===== config.mk =====
export PLATFORM = sky130hd
export DESIGN_NAME = vac_ctrl
export DESIGN_NICKNAME = d
export VERILOG_FILES = /design/src/hdl/vac_pkg.sv /design/src/hdl/vac_ctrl.sv
export SDC_FILE = /design/constraint.sdc
export NUM_CORES = 1
export LEC_CHECK = 0
export ABC_AREA = 1
export BUFFER_PORTS_ARGS = -buffer_cell sky130_fd_sc_hd__buf_2
export CAP_MARGIN = 20
export CORE_MARGIN = 2
export CORE_UTILIZATION = 43
export DETAILED_ROUTE_END_ITERATION = 16
export PLACE_DENSITY_LB_ADDON = 0.05
export SLEW_MARGIN = 30
export SYNTH_ARGS = -nofsm -noshare
export SYNTH_HDL_FRONTEND = slang
export SYNTH_SLANG_ARGS = --single-unit

===== constraint.sdc =====
create_clock -name i_clk -period 3.2 [get_ports i_clk]
set_input_delay 0.48 -clock i_clk [delete_from_list [all_inputs] [get_ports i_clk]]
set_output_delay 0.48 -clock i_clk [all_outputs]
set_load 0.005 [all_outputs]

===== src/hdl/vac_pkg.sv =====
`timescale 1ns / 1ps
// shared types, constants and register codes for the velocity/acceleration limiter
// no dependencies
package vac_pkg;

    localparam int VAC_RING_DEPTH = 5;
    localparam int VAC_VEL_WIDTH  = 16;

    localparam int TIME_W     = 32;
    localparam int LIM_W      = 15;
    localparam int FAC_W      = 16;
    localparam int FAC_FRAC   = 8;
    localparam int STEP_W     = LIM_W + FAC_W - FAC_FRAC;
    localparam int MODE_W     = 2;
    localparam int CFG_IDX_W  = 3;
    localparam int CFG_DATA_W = 32;

    localparam int INACT_FW  = 11;
    localparam int RESYNC_FW = 13;
    localparam int INACT_W   = TIME_W + INACT_FW;
    localparam int RESYNC_W  = TIME_W + RESYNC_FW;

    localparam logic [INACT_FW-1:0]  INACT_FACTOR  = INACT_FW'(2000);
    localparam logic [RESYNC_FW-1:0] RESYNC_FACTOR = RESYNC_FW'(5000);
    localparam logic [TIME_W-1:0]    AVG_RESET     = TIME_W'(100000);

    localparam logic [LIM_W-1:0]  SPEED_LIN_RST = LIM_W'(800);
    localparam logic [LIM_W-1:0]  SPEED_ANG_RST = LIM_W'(5400);
    localparam logic [LIM_W-1:0]  ACC_LIN_RST   = LIM_W'(15);
    localparam logic [LIM_W-1:0]  ACC_ANG_RST   = LIM_W'(175);
    localparam logic [FAC_W-1:0]  DEC_FAC_RST   = FAC_W'(256);
    localparam logic [TIME_W-1:0] IDLE_CAP_RST  = TIME_W'(1500000);

    localparam logic [MODE_W-1:0] MODE_NONE  = 2'd0;
    localparam logic [MODE_W-1:0] MODE_ODOM  = 2'd1;
    localparam logic [MODE_W-1:0] MODE_CMDFB = 2'd2;
    localparam logic [MODE_W-1:0] MODE_UNUSED = 2'd3;

    typedef enum logic [1:0] {
        REQ_CMD   = 2'd0,
        REQ_ODOM  = 2'd1,
        REQ_CMDFB = 2'd2,
        REQ_TICK  = 2'd3
    } t_req;

    typedef enum logic [CFG_IDX_W-1:0] {
        CFG_SPEED_LIN = 3'd0,
        CFG_SPEED_ANG = 3'd1,
        CFG_ACC_LIN   = 3'd2,
        CFG_ACC_ANG   = 3'd3,
        CFG_DEC_FAC   = 3'd4,
        CFG_FB_MODE   = 3'd5,
        CFG_IDLE_CAP  = 3'd6
    } t_cfg_idx;

    typedef struct packed {
        logic load;
        logic cmd_upd;
        logic med_step;
        logic fb_upd;
        logic t_mul;
        logic t_idle;
        logic t_sync;
        logic t_cmp;
        logic t_prod;
        logic div_start;
        logic div_step;
        logic t_apply;
        logic out_load;
    } t_dp_cmd;

    typedef struct packed {
        logic same;
        logic active;
        logic med_done;
        logic div_needed;
        logic div_done;
        logic out_free;
    } t_dp_stat;

endpackage


===== src/hdl/vac_ctrl.sv =====
`timescale 1ns / 1ps
// sequencing state machine for the limiter: issues datapath commands per transaction
// depends on vac_pkg
module vac_ctrl import vac_pkg::*; (
    input  logic       i_clk,
    input  logic       i_rst_n,
    input  logic       i_in_valid,
    input  logic [1:0] i_req_type,
    output logic       o_in_ready,
    input  t_dp_stat   i_stat,
    output t_dp_cmd    o_cmd
);

    typedef enum logic [12:0] {
        S_IDLE   = 13'b0000000000001,
        S_CMD    = 13'b0000000000010,
        S_MED    = 13'b0000000000100,
        S_FB     = 13'b0000000001000,
        S_TMUL   = 13'b0000000010000,
        S_TIDLE  = 13'b0000000100000,
        S_TSYNC  = 13'b0000001000000,
        S_TCMP   = 13'b0000010000000,
        S_TPROD  = 13'b0000100000000,
        S_TSEL   = 13'b0001000000000,
        S_TDIV   = 13'b0010000000000,
        S_TAPPLY = 13'b0100000000000,
        S_EMIT   = 13'b1000000000000
    } t_state;

    t_state r_state, n_state;

    always_ff @(posedge i_clk) begin
        if (!i_rst_n) begin
            r_state <= S_IDLE;
        end else begin
            r_state <= n_state;
        end
    end

    always_comb begin
        n_state    = r_state;
        o_cmd      = '0;
        o_in_ready = 1'b0;
        unique case (r_state)
            S_IDLE: begin
                o_in_ready = 1'b1;
                if (i_in_valid) begin
                    o_cmd.load = 1'b1;
                    unique case (t_req'(i_req_type))
                        REQ_CMD:   n_state = S_CMD;
                        REQ_ODOM:  n_state = S_FB;
                        REQ_CMDFB: n_state = S_FB;
                        REQ_TICK:  n_state = S_TMUL;
                        default:   n_state = S_IDLE;
                    endcase
                end
            end
            S_CMD: begin
                o_cmd.cmd_upd = 1'b1;
                n_state = S_MED;
            end
            S_MED: begin
                o_cmd.med_step = 1'b1;
                if (i_stat.med_done) begin
                    n_state = S_IDLE;
                end
            end
            S_FB: begin
                o_cmd.fb_upd = 1'b1;
                n_state = S_IDLE;
            end
            S_TMUL: begin
                o_cmd.t_mul = 1'b1;
                n_state = S_TIDLE;
            end
            S_TIDLE: begin
                o_cmd.t_idle = 1'b1;
                n_state = S_TSYNC;
            end
            S_TSYNC: begin
                o_cmd.t_sync = 1'b1;
                n_state = S_TCMP;
            end
            S_TCMP: begin
                if (i_stat.same) begin
                    n_state = i_stat.active ? S_EMIT : S_IDLE;
                end else begin
                    o_cmd.t_cmp = 1'b1;
                    n_state = S_TPROD;
                end
            end
            S_TPROD: begin
                o_cmd.t_prod = 1'b1;
                n_state = S_TSEL;
            end
            S_TSEL: begin
                o_cmd.div_start = 1'b1;
                n_state = i_stat.div_needed ? S_TDIV : S_TAPPLY;
            end
            S_TDIV: begin
                o_cmd.div_step = 1'b1;
                if (i_stat.div_done) begin
                    n_state = S_TAPPLY;
                end
            end
            S_TAPPLY: begin
                o_cmd.t_apply = 1'b1;
                n_state = S_EMIT;
            end
            S_EMIT: begin
                if (i_stat.out_free) begin
                    o_cmd.out_load = 1'b1;
                    n_state = S_IDLE;
                end
            end
            default: n_state = S_IDLE;
        endcase
    end

    a_tick_start: assert property (@(posedge i_clk) disable iff (!i_rst_n)
        (i_in_valid && o_in_ready && i_req_type == REQ_TICK) |=> r_state == S_TMUL)
        else $error("tick transaction did not start the tick sequence");

    a_emit_from_tick: assert property (@(posedge i_clk) disable iff (!i_rst_n)
        (r_state == S_EMIT) |-> ($past(r_state) == S_TCMP || $past(r_state) == S_TAPPLY
            || $past(r_state) == S_EMIT))
        else $error("result emitted outside the tick sequence");

endmodule


# Word-level counts from Yosys, hierarchy flattened
# Cells that the tools add are included.
# word_totals
register_bits,13
input_bits,11
out_inout_bits,14
word_cells,50
# classes
eq_ne,20
n_mux,26
n_reduce_logical,3
# ops
cell,count
$pmux 13 s12,1
$mux 13,6
$pmux 13 s3,1
$mux 1,17
$eq 13x1->1 const B,1
$eq 13x10->1 const B,1
$eq 13x11->1 const B,1
$eq 13x12->1 const B,1
$eq 13x13->1 const B,1
$eq 13x2->1 const B,1
$eq 13x3->1 const B,1
$eq 13x4->1 const B,1
$eq 13x5->1 const B,1
$eq 13x6->1 const B,1
$eq 13x7->1 const B,1
$eq 13x8->1 const B,1
$eq 13x9->1 const B,1
$mux 12,1
$ne 2x2->1 const B,4
$eq 2x2->1 const B,2
$reduce_and 4->1,1
$eq 2x1->1 const B,1
$logic_not 2->1,1
$reduce_or 2->1,1

# Logic depth before layout (Yosys ltp)
# depth
ltp_word,5
ltp_mapped,11
ltp_nobuf,11

# Least setup slack after synthesis
# OpenSTA, ideal clock, no wires.
# synth_path
path_type,register -> output
startpoint,register r_state[4]
endpoint,output port o_cmd[12] (netlist name)
arrival_ns,0.955
required_ns,2.720
path_slack_ns,1.765
path_stages_with_launch,6
path_buffers,0
cell_sequence,dfxtp_1 -> nor2_2 -> nand2_4 -> nor2_1 -> nand2_1 -> nor2_1
# synth_lines
element,line,rtl
start: declaration,vac_ctrl.sv:30,"t_state r_state, n_state;"
start signal: assignment,vac_ctrl.sv:36,r_state <= n_state;
end: declaration,vac_ctrl.sv:11,output t_dp_cmd o_cmd

# Worst setup path after layout
# layout_path
startpoint,register r_state[4]
endpoint,output port o_in_ready
# layout_via
elab_chain_len,2
# layout_lines
element,line,rtl
$eq 13x1->1,vac_ctrl.sv:44,unique case (r_state)
$mux 1,vac_ctrl.sv:44,
end: declaration,vac_ctrl.sv:9,"output logic o_in_ready,"
# Every way passes these cells.

==> reports/metrics.csv <==
stage,metric,value,unit
run_status,status,finished clean,
finish,Biggest register,r_state,
worst_setup_path,"slowest stage delay, CP",0.34,ns
worst_setup_path,Setup crit end kind,primary output,
synthesis,Synth Warn #,0,
worst_setup_path,Crit Path Category,flip-flop to primary output,
sta,final setup violation count,0,
sta,period utilization,61.5,%
sta,normalized max-slew margin,83.3,%
worst_hold_path,Hold/Removal Path Class,input pin to flip-flop,
synthesis,distinct cell type count after synthesis,22,
placement,Place WS,1.56,ns
sta,Setup TNS Final,0,ns
route,Via Count,904,
placement,Cells after DPL,194,
placement,GPL Wtd Cong,0.751,
synthesis,cells after synthesis,144,
floorplanning,Initial Utilization,46.0,%
global_routing,grt total ovfl,0,
floorplanning,row cnt,16,
sta,final worst slack,1.23,ns
global_routing,first-pass GRT wire length,3400,µm
floorplanning,area of the die,0.00251,mm²
floorplanning,Core Region,0.00198,mm²
run,Max Cap Violations,0,
sta,max-slew violations,0,
cts,Longest Clk Path Bufs,2,
finish,layout cells sized above 1,28.7,%
synthesis,Mean Syn Cell Area,6.33,µm²
floorplanning,I/O pins,25,
synthesis,Syn Nets,157,
route,Initial DRC Count,19,
route,remaining antenna violation count,0,
route,drt wl/cell,9.72,µm
floorplanning,chip width,50.1,µm
route,DRT Wirelength,1920,µm
synthesis,synthesized cell area,912,µm²
placement,port bufs,24,
finish,diode count,0,
worst_setup_path,Crit-path slowest cell,dfxtp_1,
pwr,Leak,0.700,nW
sta,worst-margin pin slew,0.250,ns
cts,TritonCTS Sinks,13,
cts,clk_lat worst skew,0.28,ns
route,drt drc,0,
finish,Largest register FFs,13,
global_routing,vias in the first global route,859,
synthesis,post-synthesis sequential area ratio,28.5,%
route,Vias/cell,4.57,
finish,"Area growth, synth to finish",19.5,%
worst_setup_path,"critical path, cell by cell",nor2_2 -> nand2_4 -> nor2_1 -> nand2_1 -> inv_1 -> buf_2,
cts,Post CTS Setup Buffer Count,0,
finish,nets,185,
pwr,pwr/cell area,473,mW/mm²
finish,Finished Layout Cells,198,
cts,clock slew at the register clock pins of the worst setup and hold paths,0.09,ns
cts,CTS tree,built,
cts,H-tree levels,1,
global_routing,initial antenna violation count,0,
sta,post-layout minimum cycle time,1.97,ns
cts,root buf cell,clkbuf_4,
worst_setup_path,Critical Path AT,1.49,ns
worst_setup_path,Crit Path Max Fanout,6,
pwr,VDD IR max,0.000251,V
synthesis,"FF+latch count, synth",13,
sta,FMAX,0.508,GHz
cts,CTS resizes,0,
sta,RSZ-0062 raised after global routing,no,
global_routing,largest net degree at the start of global routing,10,
cts,CTS Buf Count,3,
global_routing,Global Route Usage Sum,17.5,%
finish,Regs by FF count,r_state x13,
worst_setup_path,Worst EP required,2.72,ns
floorplanning,die span in y,50.1,µm
cts,hold-fix buffers at CTS,0,
finish,fillers,202,
sta,clock skew,0.00977,ns
worst_setup_path,Worst Setup Start Kind,flip-flop,
sta,final hold vios,0,
placement,HPWL reported at the end of detailed placement,1620,µm
route,Pre-antenna DRT Iters,4,
-- synthesized netlist by cell type --
master / number / area, µm²
inv_2: 1 / 3.75
nand4_1: 4 / 25.0
nand2_2: 4 / 25.0
o21ai_0: 1 / 5.00
nor2_2: 8 / 50.1
nand2_4: 2 / 22.5
nand3b_1: 2 / 15.0
ha_1: 2 / 25.0
nor2b_4: 1 / 13.8
nor3_1: 3 / 15.0
nand2_1: 26 / 97.6
o21ai_1: 1 / 5.00
nand3_2: 1 / 10.0
nor2_4: 2 / 22.5
nor2_8: 1 / 20.0
dfxtp_1: 13 / 260
nand3b_2: 1 / 11.3
a21oi_1: 2 / 10.0
inv_1: 34 / 128
clkbuf_1: 1 / 3.75
nand3_1: 13 / 65.1
nor2_1: 21 / 78.8
-- layout by cell type, fill, tap and decap left out --
cell       n
a21oi_1    2
buf_2     24
clkbuf_4   3
clkinv_2   1
dfxtp_1   13
ha_1       2
inv_1     34
inv_2      1
nand2_1   26
nand2_2    4
nand2_4    2
nand3_1   13
nand3_2    1
nand3b_1   2
nand3b_2   1
nand4_1    4
nor2_1    21
nor2_2     8
nor2_4     2
nor2_8     1
nor2b_4    1
nor3_1     3
o21ai_0    1
o21ai_1    1
-- power breakdown --
group	total [mW]	switching, mW	internal [mW]
combinational	0.221	0.139	0.0826
clock	0.103	0.0566	0.0463
sequential	0.192	0.0152	0.176
-- metal layers --
metal	track usage, %	vias to the layer above	part of all wire, %
met5	0	-	0
met1	19.9	396	46
li1	-	486	-
met3	2.73	2	4.4
met2	32.7	20	49
met4	5.56	0	0.73
-- stage by stage --
step                power, mW  cell area, µm²  hold WS [ns]  util [%]
floorplan               0.362             912         0.559         -
global placement        0.415            1060         0.635      53.6
detailed placement      0.415            1060         0.624      53.6
CTS                     0.518            1090         0.384      55.0
global route            0.558            1090         0.393      55.0
finish                  0.516            1090         0.383      55.0
-- worst paths after layout --
kind / from / endpoint / slack, ns / cells past startpoint
hold / removal: i_stat[5] / r_state[8] / 0.38 / 2
setup / recovery: r_state[4] / o_in_ready / 1.23 / 6
setup reg to reg: r_state[12] / r_state[12] / 1.78 / 8
hold reg to reg: r_state[4] / r_state[5] / 0.63 / 4
-- kinds of logic (layout without fill, tap and decap cells) --
kind of cell	count (synthesis)	after routing	synth area share [%]
buffers and inverters	36	63	14.8
AO/OA/AOI/OAI	4	4	2.19
adder cells (fa/ha/maj)	2	2	2.74
AND/OR/NAND/NOR	89	89	51.7
flip-flops	13	13	28.5
-- cell type report --
class | count | area (µm²) | share of cell area (%)
clock buffers | 3 | 22.5 | 2.07
multi-input cells | 95 | 517 | 47.4
well taps | 27 | 33.8 | 3.10
inverters | 35 | 131 | 12.1
clock inverters | 1 | 5.00 | 0.459
repair buffers | 24 | 120 | 11.0
flip-flops and latches | 13 | 260 | 23.9
-- critical path, delay by kind of cell, from the launching register on --
family | cells | cell delay (ns)
buffers and inverters | 2 | 0.25
flip-flops | 1 | 0.34
AND/OR/NAND/NOR | 4 | 0.62
(Power assumes the default switching activity.)
